==> config.mk <==
export PLATFORM = sky130hd
export DESIGN_NAME = lcd_window_pixel_command_stream
export DESIGN_NICKNAME = d
export VERILOG_FILES = /design/src/hdl/lwp_pkg.sv /design/src/hdl/lcd_window_pixel_command_stream.sv /design/src/hdl/lwp_queue.sv /design/src/hdl/lwp_front.sv /design/src/hdl/lwp_back.sv
export VERILOG_INCLUDE_DIRS = /design/src /design/src/hdl
export SDC_FILE = /design/constraint.sdc
export NUM_CORES = 1
export LEC_CHECK = 0
export CAP_MARGIN = 5
export CORE_ASPECT_RATIO = 1.25
export CORE_MARGIN = 2
export CORE_UTILIZATION = 45
export DETAILED_ROUTE_END_ITERATION = 7
export DONT_BUFFER_PORTS = 1
export GPL_TIMING_DRIVEN = 0
export PLACE_DENSITY = 0.72
export SLEW_MARGIN = 20
export SYNTH_ARGS = -nofsm -noshare
export SYNTH_HDL_FRONTEND = slang
export SYNTH_HIERARCHICAL = 1
export SYNTH_SLANG_ARGS = --single-unit
==> constraint.sdc <==
create_clock -name i_clk -period 5.02 [get_ports i_clk]
set_input_delay 0.502 -clock i_clk [delete_from_list [all_inputs] [get_ports i_clk]]
set_output_delay 0.502 -clock i_clk [all_outputs]
set_load 0.05 [all_outputs]
==> src/hdl/lcd_window_pixel_command_stream_defines.svh <==
// assertion macros used by lwp_back
`ifndef LCD_WINDOW_PIXEL_COMMAND_STREAM_DEFINES_SVH
`define LCD_WINDOW_PIXEL_COMMAND_STREAM_DEFINES_SVH

`ifndef NO_ASSERTIONS
`define LWP_ASSERT_IMPL(label, clk, rst_n, cond, expr) \
    label: assert property (@(posedge clk) disable iff (!rst_n) (cond) |-> (expr)) \
        else $error("implication check failed");
`define LWP_ASSERT_NEXT(label, clk, rst_n, cond, expr) \
    label: assert property (@(posedge clk) disable iff (!rst_n) (cond) |=> (expr)) \
        else $error("next-cycle check failed");
`else
`define LWP_ASSERT_IMPL(label, clk, rst_n, cond, expr)
`define LWP_ASSERT_NEXT(label, clk, rst_n, cond, expr)
`endif

`endif

==> src/hdl/lwp_pkg.sv <==
package lwp_pkg;

    localparam int COORD_IN_W   = 9;
    localparam int COORD_W      = 10;
    localparam int COLOR_W      = 16;
    localparam int BYTE_W       = 8;
    localparam int CFG_INDEX_W  = 2;
    localparam int CFG_DATA_W   = 8;
    localparam int QUEUE_DEPTH  = 2;
    localparam int STEP_W       = 4;

    localparam logic [BYTE_W-1:0] CMD_COLUMN_SET = 8'h2A;
    localparam logic [BYTE_W-1:0] CMD_ROW_SET    = 8'h2B;
    localparam logic [BYTE_W-1:0] CMD_MEM_WRITE  = 8'h2C;
    localparam logic [7:0]        OFFSET_RESET   = 8'd34;

    localparam logic [CFG_INDEX_W-1:0] CFG_ORIENTATION = 2'd0;
    localparam logic [CFG_INDEX_W-1:0] CFG_OFFSET      = 2'd1;

    typedef enum logic [1:0] {
        OP_WINDOW = 2'd0,
        OP_POINT  = 2'd1,
        OP_PIXEL  = 2'd2,
        OP_NONE   = 2'd3
    } t_op;

    // byte positions of the longest run
    localparam logic [STEP_W-1:0] STEP_COL_CMD  = 4'd0;
    localparam logic [STEP_W-1:0] STEP_C1_HI    = 4'd1;
    localparam logic [STEP_W-1:0] STEP_C1_LO    = 4'd2;
    localparam logic [STEP_W-1:0] STEP_C2_HI    = 4'd3;
    localparam logic [STEP_W-1:0] STEP_C2_LO    = 4'd4;
    localparam logic [STEP_W-1:0] STEP_ROW_CMD  = 4'd5;
    localparam logic [STEP_W-1:0] STEP_R1_HI    = 4'd6;
    localparam logic [STEP_W-1:0] STEP_R1_LO    = 4'd7;
    localparam logic [STEP_W-1:0] STEP_R2_HI    = 4'd8;
    localparam logic [STEP_W-1:0] STEP_R2_LO    = 4'd9;
    localparam logic [STEP_W-1:0] STEP_MEM_CMD  = 4'd10;
    localparam logic [STEP_W-1:0] STEP_COLOR_LO = 4'd11;
    localparam logic [STEP_W-1:0] STEP_COLOR_HI = 4'd12;

    typedef struct packed {
        t_op                 kind;
        logic [COORD_W-1:0]  c1;
        logic [COORD_W-1:0]  c2;
        logic [COORD_W-1:0]  r1;
        logic [COORD_W-1:0]  r2;
        logic [COLOR_W-1:0]  color;
    } t_cmd;

    typedef struct packed {
        logic empty;
        logic full;
    } t_q_status;

    function automatic logic [BYTE_W-1:0] coord_hi(input logic [COORD_W-1:0] v);
        coord_hi = BYTE_W'(v >> 8);
    endfunction

endpackage

==> src/hdl/lcd_window_pixel_command_stream.sv <==
// path: a request goes through the queue, the sequencer's command register and the
// output register; one byte per cycle while a request runs and the output does not stall,
// and the sequencer loads the next request from the queue only while it is idle; the byte
// sequencer in the back end sets the rate, the queue lets input run ahead by its depth
// reset: synchronous active low; clears queue, sequencer and output valid,
// orientation to 0 and panel offset to 34
module lcd_window_pixel_command_stream #(
    parameter int QUEUE_DEPTH = lwp_pkg::QUEUE_DEPTH
) (
    input  logic                               i_clk,
    input  logic                               i_rst_n,
    input  logic                               i_in_valid,
    output logic                               o_in_stall,
    input  logic [1:0]                         i_operation,
    input  logic [lwp_pkg::COORD_IN_W-1:0]     i_col_start,
    input  logic [lwp_pkg::COORD_IN_W-1:0]     i_row_start,
    input  logic [lwp_pkg::COORD_IN_W-1:0]     i_col_end,
    input  logic [lwp_pkg::COORD_IN_W-1:0]     i_row_end,
    input  logic [lwp_pkg::COLOR_W-1:0]        i_pixel_color,
    output logic                               o_out_valid,
    input  logic                               i_out_stall,
    output logic [lwp_pkg::BYTE_W-1:0]         o_spi_byte,
    output logic                               o_is_data,
    output logic                               o_last_of_run,
    input  logic                               i_cfg_valid,
    output logic                               o_cfg_ready,
    input  logic [lwp_pkg::CFG_INDEX_W-1:0]    i_cfg_index,
    input  logic [lwp_pkg::CFG_DATA_W-1:0]     i_cfg_data
);
    logic               w_push, w_pop;
    lwp_pkg::t_cmd      w_cmd_in, w_cmd_out;
    lwp_pkg::t_q_status w_q_status;

    lwp_front u_front (
        .i_clk         (i_clk),
        .i_rst_n       (i_rst_n),
        .i_in_valid    (i_in_valid),
        .o_in_stall    (o_in_stall),
        .i_operation   (i_operation),
        .i_col_start   (i_col_start),
        .i_row_start   (i_row_start),
        .i_col_end     (i_col_end),
        .i_row_end     (i_row_end),
        .i_pixel_color (i_pixel_color),
        .i_cfg_valid   (i_cfg_valid),
        .o_cfg_ready   (o_cfg_ready),
        .i_cfg_index   (i_cfg_index),
        .i_cfg_data    (i_cfg_data),
        .i_q_status    (w_q_status),
        .o_push        (w_push),
        .o_cmd         (w_cmd_in)
    );

    lwp_queue #(
        .DEPTH (QUEUE_DEPTH)
    ) u_queue (
        .i_clk    (i_clk),
        .i_rst_n  (i_rst_n),
        .i_push   (w_push),
        .i_data   (w_cmd_in),
        .i_pop    (w_pop),
        .o_data   (w_cmd_out),
        .o_status (w_q_status)
    );

    lwp_back u_back (
        .i_clk         (i_clk),
        .i_rst_n       (i_rst_n),
        .i_cmd         (w_cmd_out),
        .i_q_status    (w_q_status),
        .o_pop         (w_pop),
        .o_out_valid   (o_out_valid),
        .i_out_stall   (i_out_stall),
        .o_spi_byte    (o_spi_byte),
        .o_is_data     (o_is_data),
        .o_last_of_run (o_last_of_run)
    );

endmodule

==> src/hdl/lwp_queue.sv <==
module lwp_queue #(
    parameter int DEPTH = lwp_pkg::QUEUE_DEPTH
) (
    input  logic              i_clk,
    input  logic              i_rst_n,
    input  logic              i_push,
    input  lwp_pkg::t_cmd     i_data,
    input  logic              i_pop,
    output lwp_pkg::t_cmd     o_data,
    output lwp_pkg::t_q_status o_status
);
    localparam int PTR_W = (DEPTH > 1) ? $clog2(DEPTH) : 1;
    localparam int CNT_W = $clog2(DEPTH + 1);

    lwp_pkg::t_cmd    r_mem [DEPTH];
    logic [PTR_W-1:0] r_wr_ptr, n_wr_ptr;
    logic [PTR_W-1:0] r_rd_ptr, n_rd_ptr;
    logic [CNT_W-1:0] r_count, n_count;
    logic             w_push, w_pop;

    assign o_status.empty = (r_count == '0);
    assign o_status.full  = (r_count == CNT_W'(DEPTH));
    assign w_push = i_push && !o_status.full;
    assign w_pop  = i_pop && !o_status.empty;
    assign o_data = r_mem[r_rd_ptr];

    always_comb begin
        n_wr_ptr = r_wr_ptr;
        n_rd_ptr = r_rd_ptr;
        n_count  = r_count;
        if (w_push) begin
            n_wr_ptr = (r_wr_ptr == PTR_W'(DEPTH - 1)) ? '0 : r_wr_ptr + 1'b1;
        end
        if (w_pop) begin
            n_rd_ptr = (r_rd_ptr == PTR_W'(DEPTH - 1)) ? '0 : r_rd_ptr + 1'b1;
        end
        if (w_push && !w_pop) begin
            n_count = r_count + 1'b1;
        end else if (w_pop && !w_push) begin
            n_count = r_count - 1'b1;
        end
    end

    always_ff @(posedge i_clk) begin
        if (!i_rst_n) begin
            r_wr_ptr <= '0;
            r_rd_ptr <= '0;
            r_count  <= '0;
        end else begin
            r_wr_ptr <= n_wr_ptr;
            r_rd_ptr <= n_rd_ptr;
            r_count  <= n_count;
        end
    end

    always_ff @(posedge i_clk) begin
        if (w_push) begin
            r_mem[r_wr_ptr] <= i_data;
        end
    end

endmodule

==> src/hdl/lwp_front.sv <==
module lwp_front (
    input  logic                                 i_clk,
    input  logic                                 i_rst_n,
    input  logic                                 i_in_valid,
    output logic                                 o_in_stall,
    input  logic [1:0]                           i_operation,
    input  logic [lwp_pkg::COORD_IN_W-1:0]       i_col_start,
    input  logic [lwp_pkg::COORD_IN_W-1:0]       i_row_start,
    input  logic [lwp_pkg::COORD_IN_W-1:0]       i_col_end,
    input  logic [lwp_pkg::COORD_IN_W-1:0]       i_row_end,
    input  logic [lwp_pkg::COLOR_W-1:0]          i_pixel_color,
    input  logic                                 i_cfg_valid,
    output logic                                 o_cfg_ready,
    input  logic [lwp_pkg::CFG_INDEX_W-1:0]      i_cfg_index,
    input  logic [lwp_pkg::CFG_DATA_W-1:0]       i_cfg_data,
    input  lwp_pkg::t_q_status                   i_q_status,
    output logic                                 o_push,
    output lwp_pkg::t_cmd                        o_cmd
);
    logic [1:0]                      r_orientation;
    logic [7:0]                      r_panel_offset;
    lwp_pkg::t_op                    w_op;
    logic [lwp_pkg::COORD_W-1:0]     w_col_add, w_row_add;
    logic [lwp_pkg::COORD_IN_W-1:0]  w_ce_src, w_re_src;

    assign o_cfg_ready = 1'b1;
    assign o_in_stall  = i_q_status.full;
    assign w_op        = lwp_pkg::t_op'(i_operation);

    // orientations 0,1 shift columns, 2,3 shift rows
    assign w_col_add = r_orientation[1] ? '0 : lwp_pkg::COORD_W'(r_panel_offset);
    assign w_row_add = r_orientation[1] ? lwp_pkg::COORD_W'(r_panel_offset) : '0;

    // a point is a one-pixel window
    assign w_ce_src = (w_op == lwp_pkg::OP_POINT) ? i_col_start : i_col_end;
    assign w_re_src = (w_op == lwp_pkg::OP_POINT) ? i_row_start : i_row_end;

    always_comb begin
        o_cmd.kind  = w_op;
        o_cmd.c1    = lwp_pkg::COORD_W'(i_col_start) + w_col_add;
        o_cmd.c2    = lwp_pkg::COORD_W'(w_ce_src) + w_col_add;
        o_cmd.r1    = lwp_pkg::COORD_W'(i_row_start) + w_row_add;
        o_cmd.r2    = lwp_pkg::COORD_W'(w_re_src) + w_row_add;
        o_cmd.color = i_pixel_color;
    end

    // unused op code is taken and dropped
    assign o_push = i_in_valid && !o_in_stall && (w_op != lwp_pkg::OP_NONE);

    always_ff @(posedge i_clk) begin
        if (!i_rst_n) begin
            r_orientation  <= 2'd0;
            r_panel_offset <= lwp_pkg::OFFSET_RESET;
        end else if (i_cfg_valid && o_cfg_ready) begin
            if (i_cfg_index == lwp_pkg::CFG_ORIENTATION) begin
                r_orientation <= i_cfg_data[1:0];
            end else if (i_cfg_index == lwp_pkg::CFG_OFFSET) begin
                r_panel_offset <= i_cfg_data[7:0];
            end
        end
    end

endmodule

==> src/hdl/lwp_back.sv <==
`include "lcd_window_pixel_command_stream_defines.svh"

module lwp_back (
    input  logic                          i_clk,
    input  logic                          i_rst_n,
    input  lwp_pkg::t_cmd                 i_cmd,
    input  lwp_pkg::t_q_status            i_q_status,
    output logic                          o_pop,
    output logic                          o_out_valid,
    input  logic                          i_out_stall,
    output logic [lwp_pkg::BYTE_W-1:0]    o_spi_byte,
    output logic                          o_is_data,
    output logic                          o_last_of_run
);
    lwp_pkg::t_cmd                 r_cmd;
    logic                          r_busy;
    logic [lwp_pkg::STEP_W-1:0]    r_step;
    logic                          r_out_valid;
    logic [lwp_pkg::BYTE_W-1:0]    r_out_byte, n_out_byte;
    logic                          r_out_data, n_out_data;
    logic                          r_out_last;
    logic                          w_adv;
    logic                          w_at_last;
    logic [lwp_pkg::STEP_W-1:0]    w_last_step;

    assign o_pop = !r_busy && !i_q_status.empty;
    // output slot is free or being drained this cycle
    assign w_adv = r_busy && (!r_out_valid || !i_out_stall);

    assign w_last_step = (r_cmd.kind == lwp_pkg::OP_WINDOW) ? lwp_pkg::STEP_MEM_CMD
                                                            : lwp_pkg::STEP_COLOR_HI;
    assign w_at_last = (r_step == w_last_step);

    always_comb begin
        n_out_data = 1'b1;
        case (r_step)
            lwp_pkg::STEP_COL_CMD: begin
                n_out_byte = lwp_pkg::CMD_COLUMN_SET;
                n_out_data = 1'b0;
            end
            lwp_pkg::STEP_C1_HI:    n_out_byte = lwp_pkg::coord_hi(r_cmd.c1);
            lwp_pkg::STEP_C1_LO:    n_out_byte = r_cmd.c1[7:0];
            lwp_pkg::STEP_C2_HI:    n_out_byte = lwp_pkg::coord_hi(r_cmd.c2);
            lwp_pkg::STEP_C2_LO:    n_out_byte = r_cmd.c2[7:0];
            lwp_pkg::STEP_ROW_CMD: begin
                n_out_byte = lwp_pkg::CMD_ROW_SET;
                n_out_data = 1'b0;
            end
            lwp_pkg::STEP_R1_HI:    n_out_byte = lwp_pkg::coord_hi(r_cmd.r1);
            lwp_pkg::STEP_R1_LO:    n_out_byte = r_cmd.r1[7:0];
            lwp_pkg::STEP_R2_HI:    n_out_byte = lwp_pkg::coord_hi(r_cmd.r2);
            lwp_pkg::STEP_R2_LO:    n_out_byte = r_cmd.r2[7:0];
            lwp_pkg::STEP_MEM_CMD: begin
                n_out_byte = lwp_pkg::CMD_MEM_WRITE;
                n_out_data = 1'b0;
            end
            lwp_pkg::STEP_COLOR_LO: n_out_byte = r_cmd.color[7:0];
            lwp_pkg::STEP_COLOR_HI: n_out_byte = r_cmd.color[15:8];
            default:                n_out_byte = r_cmd.color[15:8];
        endcase
    end

    always_ff @(posedge i_clk) begin
        if (!i_rst_n) begin
            r_busy      <= 1'b0;
            r_step      <= lwp_pkg::STEP_COL_CMD;
            r_out_valid <= 1'b0;
        end else begin
            if (o_pop) begin
                r_busy <= 1'b1;
                r_step <= (i_cmd.kind == lwp_pkg::OP_PIXEL) ? lwp_pkg::STEP_COLOR_LO
                                                           : lwp_pkg::STEP_COL_CMD;
            end else if (w_adv) begin
                r_step <= r_step + 1'b1;
                if (w_at_last) begin
                    r_busy <= 1'b0;
                end
            end
            if (w_adv) begin
                r_out_valid <= 1'b1;
            end else if (!i_out_stall) begin
                r_out_valid <= 1'b0;
            end
        end
    end

    always_ff @(posedge i_clk) begin
        if (o_pop) begin
            r_cmd <= i_cmd;
        end
        if (w_adv) begin
            r_out_byte <= n_out_byte;
            r_out_data <= n_out_data;
            r_out_last <= w_at_last;
        end
    end

    assign o_out_valid   = r_out_valid;
    assign o_spi_byte    = r_out_byte;
    assign o_is_data     = r_out_data;
    assign o_last_of_run = r_out_last;

    `LWP_ASSERT_IMPL(a_cmd_byte_code, i_clk, i_rst_n, r_out_valid && !r_out_data, r_out_byte == lwp_pkg::CMD_COLUMN_SET || r_out_byte == lwp_pkg::CMD_ROW_SET || r_out_byte == lwp_pkg::CMD_MEM_WRITE)
    `LWP_ASSERT_IMPL(a_last_cmd_is_memwr, i_clk, i_rst_n, r_out_valid && r_out_last && !r_out_data, r_out_byte == lwp_pkg::CMD_MEM_WRITE)
    `LWP_ASSERT_IMPL(a_pixel_color_only, i_clk, i_rst_n, r_busy && r_cmd.kind == lwp_pkg::OP_PIXEL, r_step == lwp_pkg::STEP_COLOR_LO || r_step == lwp_pkg::STEP_COLOR_HI)
    `LWP_ASSERT_NEXT(a_done_after_last, i_clk, i_rst_n, w_adv && w_at_last, !r_busy && r_out_last)

endmodule

Word level (Yosys, flattened, before mapping)
Memories as Yosys holds them, arrays and structs flattened. A register that Yosys moved wholly into a read port is not among the register bits.
Cells that the tools add are included.
{"block": "op_classes", "eq_ne": 18, "n_addsub": 9, "muxes": 23, "reduce_logical": 27, "bitwise": 1}
{"op": "one-hot mux 8 bit (12 select lines)", "n": 1}
{"op": "adder 9 x 10 -> 10 bit", "n": 4}
{"op": "2-to-1 mux 9 bit", "n": 2}
{"op": "== test 4 x 3 -> 1 bit, second input constant", "n": 4}
{"op": "== test 4 bit, second input constant", "n": 4}
{"op": "2-to-1 mux 8 bit", "n": 2}
{"op": "2-to-1 mux 1 bit", "n": 12}
{"op": "2-to-1 mux 4 bit", "n": 3}
{"op": "== test 4 x 2 -> 1 bit, second input constant", "n": 2}
{"op": "logical AND 1 bit", "n": 8}
{"op": "zero test 1 bit", "n": 7}
{"op": "zero test 2 bit", "n": 3}
{"op": "nonzero test 2 bit", "n": 3}
{"op": "adder 4 x 1 -> 4 bit, second input constant", "n": 1}
{"op": "== test 2 x 1 -> 1 bit, second input constant", "n": 2}
{"op": "== test 2 bit, second input constant", "n": 2}
{"op": "== test 4 x 1 -> 1 bit, second input constant", "n": 1}
{"op": "== test 4 bit", "n": 1}
{"op": "zero test 4 bit", "n": 1}
{"op": "2-to-1 mux 2 bit", "n": 2}
{"op": "AND reduction 2 bit", "n": 2}
{"op": "2-to-1 mux 3 bit", "n": 1}
{"op": "AND reduction 3 bit", "n": 1}
{"op": "OR reduction 3 bit", "n": 1}
{"op": "other kinds (7)", "n": 8}
{"block": "totals", "regBits": 88, "output_inout_bits": 13, "wordCells": 96, "memories": 1, "input_bits": 69, "mem_bits_rw": 116}
{"name": "u_queue.r_mem", "depth": 2, "width": 58, "rd": 1, "rd_ports_with_merged_regs": 1, "write_ports": 1, "line": "lwp_queue.sv:15", "rtl": "lwp_pkg::t_cmd r_mem [DEPTH];"}

Longest topological paths before layout
Gate-level depths: netlist (run 1).
{"block": "depth", "ltp_word": 9, "ltp_mapped": 11, "depth_no_buf": 9}

Hierarchy
The synthesis (run 1) kept the hierarchy.
{"mod": "lwp_queue", "cells_each": 205, "seq_area_each_um2": 3583.4, "area_per_inst_um2": 4415.5, "n_inst": 1}
{"mod": "lwp_back", "cells_each": 187, "seq_area_each_um2": 2162.1, "area_per_inst_um2": 2885.3, "n_inst": 1}
{"mod": "lwp_front", "cells_each": 297, "seq_area_each_um2": 180.2, "area_per_inst_um2": 2279.7, "n_inst": 1}

Least setup slack after synthesis (run 1)
No wires, ideal clock.
{"block": "synth_path", "path_kind": "register to register", "start": "register u_queue.r_count[0]", "end": "memory u_queue/r_mem[0][0] (netlist name), enable pin", "required_time_ns": 4.555, "synth_period_minus_slack_ns": 3.703, "t_arrival_ns": 3.238, "path_stages_with_launch": 6, "n_path_buf": 0, "slack_ns": 1.317, "setup_ns": 0.465, "path_cell_list": "dfxtp_1 > nand2b_1 > inv_2 > a211oi_1 > inv_1 > nor3_2"}
{"item": "start: declaration", "line": "lwp_queue.sv:18", "rtl": "logic [CNT_W-1:0] r_count, n_count;"}
{"item": "start signal: assignment", "line": "lwp_queue.sv:52", "rtl": "r_count <= n_count;"}
{"item": "end: declaration", "line": "lwp_queue.sv:15"}

==> out/summary.txt, run 1 <==
Crit end category = flip-flop
Internal power = 3.82 mW
Syn. warnings = 6
Syn Nets = 792
CTS Hold Bufs = 0
Critical path class = reg -> reg
I/O Pins = 82
Worst hold path class = in -> reg
# setup viols final = 0
Die Y = 167 µm
Fin Hold WS = 0.0943 ns
Multiplexer share of the synthesized area = 9.95%
TritonCTS clock tree = done
Final TNS setup = 0 ns
Syn_area_per_cell = 13.9 µm²
Clock transition at path regs = 0.06 ns
Compound-cell area share of the yosys netlist = 9.72%
Sw Pwr = 1.60 mW
Setup Buffers After CTS = 0
Post-place setup slack = 1.73 ns
Fin cells = 1002
TritonCTS buffer count = 20
Post-route DRC = 0
Max_cap viols = 0
Placer congestion estimate = 0.917
RSZ-0062 raised after global routing = no
Post-DP HPWL = 13900 µm
Peak supply drop = 0.283 mV
Xor and xnor area share after synthesis = 3.29%
Root Driver = clkbuf_16
Clock share of power = 28.3%
Final std cell area, no fill = 0.0107 mm²
H-tree depth = 1
Cells after synthesis = 689
Vias in the first global route = 5729
Number of synthesized flops with an enable pin = 184
Final period util = 57.7%
Reg2Reg Setup Slack = 2.12 ns
Final hold violations = 0
Pwr dens = 507 mW/mm²
Worst-path maximum fanout = 10
Lkg Pwr = 3.85 nW
Tightest Pin Transition = 0.898 ns
Final Util = 51.2%
Total power draw = 5.42 mW
Initial antenna violation count = 0
Final worst setup slack = 2.12 ns
Most common cell after layout, fill and taps aside = edfxtp_1
Main flop type after synthesis = edfxtp_1
All-Layer GR Usage = 17.1%
Startpoint class of the critical path = flip-flop
Final wirelength = 19100 µm
Final Net Count = 818
Seq/Total Area, Yosys = 61.9%
DRT iter0 DRCs = 381
Sequential Power Share = 49.7%
Async S/R FF share, synth = 0%
DRT Pass-1 Iters = 5
Worst EP arrival = 3.08 ns
Post-synthesis sequential element count = 204
Layout cells sized above 1 = 18.7%
Clk_skew = 0.0170 ns
Synth Area in Simple Gates = 6.61%
Status = finished clean
Die ar. = 0.0225 mm²
Core ar. = 0.0209 mm²
Vias = 5561
First-pass GRT wire length = 30200 µm
Crit path required time = 5.20 ns
Dominant combinational cell family by area after synthesis = multiplexers
Maximum achievable frequency = 345 MHz
Fin crit period = 2.90 ns
Filler Cells Inserted = 1711
Post_cts resized = 0
Slew HR = 39.8%
Via/cell ratio = 5.55
CTS max path bufs = 3
Diode count = 0
GRT Residual Overflow = 0
Post-synthesis adder-cell area fraction = 4.54%
Syn Std Cell Area = 0.00958 mm²
Dpl cells = 967
Most frequent cells in the layout = edfxtp_1, mux2_2, a21oi_1
Sw Share = 29.5%
Num rows = 59
Gate power share = 21.9%
Layout Area Growth over Synthesis = 11.6%
ANT nets after route = 0
Largest net degree at the start of global routing = 60
Per-cell routed wire length = 19.1 µm
DP Area = 0.0100 mm²
Port Buffer Count = 0
Initial cell density of the core = 45.9%
Slew Viols, Final = 0
Chip width = 135 µm
Worst-Skew Late Latency = 0.49 ns
Distinct cells, synth = 69
Clk sinks = 204
==> registers in the layout (all words and copies together), names as in the netlist, named ones only <==
signal                  flops
u_queue/r_wr_ptr            1
u_queue/r_mem             116
u_queue/r_rd_ptr            1
u_back/o_last_of_run        1
u_back/o_out_valid          1
u_back/r_cmd               58
u_front/r_orientation       1
u_back/r_busy               1
u_back/r_step               4
u_queue/r_count             2
u_front/r_panel_offset      8
u_back/o_spi_byte           8
u_back/o_is_data            1
==> power by group through the flow <==
stage | clock network [mW] | logic (mW) | registers (mW)
after CTS | 1.57 | 1.19 | 2.70
final | 1.54 | 1.19 | 2.70
after detailed placement | 0 | 1.18 | 2.73
after global routing | 1.63 | 1.30 | 2.73
after global placement | 0 | 1.10 | 2.75
after floorplan | 0 | 0.874 | 2.66
==> synthesized netlist by cell type, types with 5 or more instances <==
| cell type | count | share of area, % |
|---|---|---|
| buf_4 | 21 | 1.6 |
| mux2_2 | 50 | 5.9 |
| clkbuf_1 | 6 | 0.24 |
| o21a_1 | 6 | 0.47 |
| xor2_1 | 11 | 1.0 |
| mux2i_1 | 12 | 1.3 |
| nand2_1 | 25 | 0.98 |
| buf_2 | 15 | 0.78 |
| nand3_1 | 5 | 0.26 |
| mux2_1 | 20 | 2.4 |
| inv_1 | 20 | 0.78 |
| ha_1 | 34 | 4.4 |
| xnor2_1 | 25 | 2.3 |
| nand2b_1 | 7 | 0.46 |
| a31oi_1 | 6 | 0.39 |
| nor2_1 | 34 | 1.3 |
| a22oi_1 | 10 | 0.78 |
| o21ai_0 | 21 | 1.1 |
| edfxtp_1 | 184 | 58 |
| dfxtp_1 | 20 | 4.2 |
| a21o_1 | 6 | 0.47 |
| and2_1 | 10 | 0.65 |
| a21oi_1 | 39 | 2.0 |
| nor2b_1 | 21 | 1.4 |
==> path summary, 6_finish.rpt <==
check / start / to / cells past startpoint
min: i_rst_n / u_front/r_panel_offset[5] / 1
max: u_front/r_orientation[1] / u_queue/r_mem[1][35] / 8
min reg2reg: u_queue/r_mem[0][34] / u_back/r_cmd[34] / 1
max reg2reg: u_front/r_orientation[1] / u_queue/r_mem[1][35] / 8
==> per-layer routing <==
metal / vias up / global-route usage (%) / wire (µm)
met5: - / 0 / 0
met4: 0 / 7.00 / 759
met3: 49 / 2.79 / 976
met2: 209 / 29.9 / 9620
met1: 2671 / 20.9 / 7740
li1: 2632 / - / -
==> worst max-delay path, cell delays in order, from the launching register on <==
cell and delay [ns]:
dfxtp_1 0.37, buf_2 0.24, clkbuf_1 0.30, and2_1 0.25, ha_1 0.29, a31oi_1 0.25, o21ai_0 0.16, o41ai_1 0.48
o21ai_0 0.27
==> logic make-up (layout without fill, tap and decap cells) <==
| family | after synthesis | count (layout) |
|---|---|---|
| other cells | 1 | 1 |
| xor+xnor | 36 | 36 |
| fa+ha+maj | 35 | 35 |
| mux | 84 | 84 |
| simple gates | 124 | 124 |
| buf+inv | 68 | 107 |
| compound gates | 137 | 137 |
| flops | 204 | 204 |
==> layout make-up <==
class                   instances  area [µm²]  area share [%]
clock buffers                  25         551            5.15
repair buffers                  4        65.1           0.609
multi-input cells             417        3280            30.7
plain buffers                  47         304            2.84
flip-flops and latches        204        5930            55.4
inverters                      21        81.3           0.761
well taps                     274         343            3.21
clock inverters                10         136            1.28
Power figures use the tool's default switching activity.
==> run 2, diff against run 1 <==
--- a/config.mk
+++ b/config.mk
@@ -6,6 +6,7 @@
 export SDC_FILE = /design/constraint.sdc
 export NUM_CORES = 1
 export LEC_CHECK = 0
+export ABC_AREA = 1
 export CAP_MARGIN = 5
 export CORE_ASPECT_RATIO = 1.25
 export CORE_MARGIN = 2
==> constraint.sdc (replaced) <==
create_clock -name i_clk -period 2.7 [get_ports i_clk]
set_input_delay 0.27 -clock i_clk [delete_from_list [all_inputs] [get_ports i_clk]]
set_output_delay 0.27 -clock i_clk [all_outputs]
set_load 0.05 [all_outputs]
==> run 2 against run 1 <==
  * Clock power grew 68%
  * Core utilization grew 0.71 points
  * Global-route usage increased by 1.1 points
  * Critical path depth grew 4
  * Fmax increased by 20%
  * Via count is 15% higher
  * Combinational power is 130% higher
  * First-iteration DRC count up 3.7%
  * Worst hold slack got worse by 0.079 ns
  * Clock skew is 0.0050 ns lower
  * Design area grew 7.0%
  * Die area grew 4.4%
  * Largest power group unchanged
==> out/summary.txt, run 2 <==
Status = finished clean
Filler Cells Inserted = 1900
CTS max path bufs = 3
Crit end category = flip-flop
Worst-path maximum fanout = 10
Port Buffer Count = 0
Layout Area Growth over Synthesis = 14.3%
Largest register FFs = 116
Async S/R FF share, synth = 0%
Most common cell after layout, fill and taps aside = nand2_1
DP Area = 0.0105 mm²
TritonCTS buffer count = 21
H-tree depth = 1
Maximum achievable frequency = 415 MHz
First-pass GRT wire length = 32600 µm
Distinct cells, synth = 44
Final Net Count = 1078
Cell taking the most area after synthesis = edfxtp_1
Post-synth top area share = 55.2%
Via/cell ratio = 5.03
I/O Pins = 82
Initial antenna violation count = 0
Startpoint class of the critical path = flip-flop
Clk sinks = 204
Clk_skew = 0.0119 ns
Vias in the first global route = 6346
Worst EP arrival = 2.64 ns
Diode count = 0
Post-route DRC = 0
Initial cell density of the core = 45.4%
Count leader, synth = nand2_1
Chip width = 137 µm
Critical path class = reg -> reg
Final TNS setup = 0 ns
Delay of the slowest critical-path stage = 0.40 ns
Pwr dens = 913 mW/mm²
Placer congestion estimate = 0.881
Lkg Pwr = 4.78 nW
Largest regs = u_queue/r_mem (116), u_back/r_cmd (58)
Post-synthesis sequential element count = 204
Fin Hold WS = 0.0154 ns
RSZ-0062 raised after global routing = no
TritonCTS clock tree = done
Layout cells sized above 1 = 17.0%
Seq/Total Area, Yosys = 59.2%
Final hold violations = 0
Clock transition at path regs = 0.06 ns
Critical Path Most Common Cell = nand2_1
Largest net degree at the start of global routing = 30
Post-DP HPWL = 15800 µm
Worst path buffer plus inverter count = 4
Top delay family on crit path = buffers and inverters
CP max stage cell = ha_1
CP Cell Sequence = buf_6 > clkbuf_1 > nor2_1 > ha_1 > inv_1 > o21bai_1 > inv_1 > nor2_1 > a211oi_1 > nand2_1 > nand2_1 > nand2_1
Die ar. = 0.0235 mm²
Tightest Pin Transition = 0.710 ns
Num rows = 61
Post-place setup slack = 0.153 ns
Worst hold path class = in -> reg
Max_cap viols = 0
Fin cells = 1272
Final Util = 51.9%
Final wirelength = 21100 µm
Number of synthesized flops with an enable pin = 184
Syn. warnings = 6
Main flop type after synthesis = edfxtp_1
Register area = 0.00593 mm²
Fin crit period = 2.41 ns
Post_cts resized = 0
ANT nets after route = 0
Area of the multi-input gates = 0.00345 mm²
Cells after synthesis = 916
Final std cell area, no fill = 0.0114 mm²
DRT iter0 DRCs = 395
Syn_area_per_cell = 10.9 µm²
# setup viols final = 0
Vias = 6401
Slew Viols, Final = 0
DRT Pass-1 Iters = 4
Final worst setup slack = 0.291 ns
Syn Nets = 1019
All-Layer GR Usage = 18.2%
GRT Residual Overflow = 0
Peak supply drop = 0.576 mV
Syn Std Cell Area = 0.0100 mm²
Final period util = 89.2%
Crit path required time = 2.93 ns
Worst-Skew Late Latency = 0.50 ns
Most flop-heavy register = u_queue/r_mem
Root Driver = clkbuf_16
Total power draw = 10.4 mW
Post-synth top cells = nand2_1, edfxtp_1, inv_1, nand3_1, nor2_1
Most frequent cells in the layout = nand2_1, edfxtp_1, inv_1
Core ar. = 0.0221 mm²
Die Y = 171 µm
Slew HR = 52.5%
Per-cell routed wire length = 16.6 µm
Dpl cells = 1205
Synth area leaders = edfxtp_1, nand2_1, mux2_2
-- run 2: cell types whose count changed in the layout (fill, tap and decap cells not counted), moves of 13 or more --
cell | before | now
nand2_2 | 0 | 13
nand4_1 | 3 | 16
nand3_1 | 5 | 63
nand2_1 | 25 | 210
nor2b_1 | 21 | 0
inv_1 | 19 | 96
xnor2_1 | 25 | 2
mux2_4 | 0 | 20
nor2_1 | 34 | 50
mux2_1 | 20 | 0
dlygate4sd3_1 | 0 | 30
-- run 2: worst register-to-register path: stages, from the launching register on --
cell and delay, ns:
dfxtp_1 0.32, buf_6 0.13, clkbuf_1 0.31, nor2_1 0.17, ha_1 0.40, inv_1 0.12, o21bai_1 0.06, inv_1 0.10
nor2_1 0.05, a211oi_1 0.22, nand2_1 0.09, nand2_1 0.06, nand2_1 0.10
-- run 2: path summary, 6_finish.rpt --
check        cells past startpoint                         to  slack (ns)                 startpoint
min reg2reg                      2  u_front/r_panel_offset[3]        0.48  u_front/r_panel_offset[3]
min                              2  u_front/r_panel_offset[5]        0.02             i_cfg_index[1]
max reg2reg                     12       u_queue/r_mem[0][44]        0.29   u_front/r_orientation[1]
max                             12       u_queue/r_mem[0][44]        0.29   u_front/r_orientation[1]
-- run 2: logic make-up (layout without fill, tap and decap cells) --
logic type	after synthesis	in the layout	synth area share, %
AO/OA/AOI/OAI	75	75	4.19
adder cells (fa/ha/maj)	34	34	4.25
flip-flops	204	204	59.2
AND/OR/NAND/NOR	383	383	17.0
multiplexers	58	58	7.27
XOR/XNOR	17	17	1.49
other	1	1	0.0374
buffers and inverters	144	217	6.65
-- run 2: cell type report --
| cell class | count | area share, % |
|---|---|---|
| Buffer | 38 | 2.34 |
| Clock buffer | 24 | 4.69 |
| Clock inverter | 13 | 0.623 |
| Inverter | 106 | 3.48 |
| Multi-Input combinational cell | 568 | 30.1 |
| Sequential cell | 204 | 51.8 |
| Tap cell | 283 | 3.09 |
| Timing Repair Buffer | 36 | 3.87 |
-- run 2: power by group --
part	switching [mW]	internal [mW]
Combinational	1.68	1.05
Sequential	0.503	4.63
Clock	1.15	1.44
Total	3.33	7.12
-- run 2: routing by layer --
layer | GRT usage, % | vias to the layer above | share of wire [%]
li1 | - | 3237 | -
met3 | 2.87 | 30 | 3.9
met1 | 20.7 | 2992 | 41
met2 | 34.5 | 142 | 53
met4 | 5.47 | 0 | 2.3
met5 | 0 | - | 0
-- run 2: what timing repair did --
| action | in CTS | in global routing |
|---|---|---|
| hold endpoints to repair | 56 | 0 |
| buffers inserted | 0 | 0 |
| hold buffers | 30 | 0 |
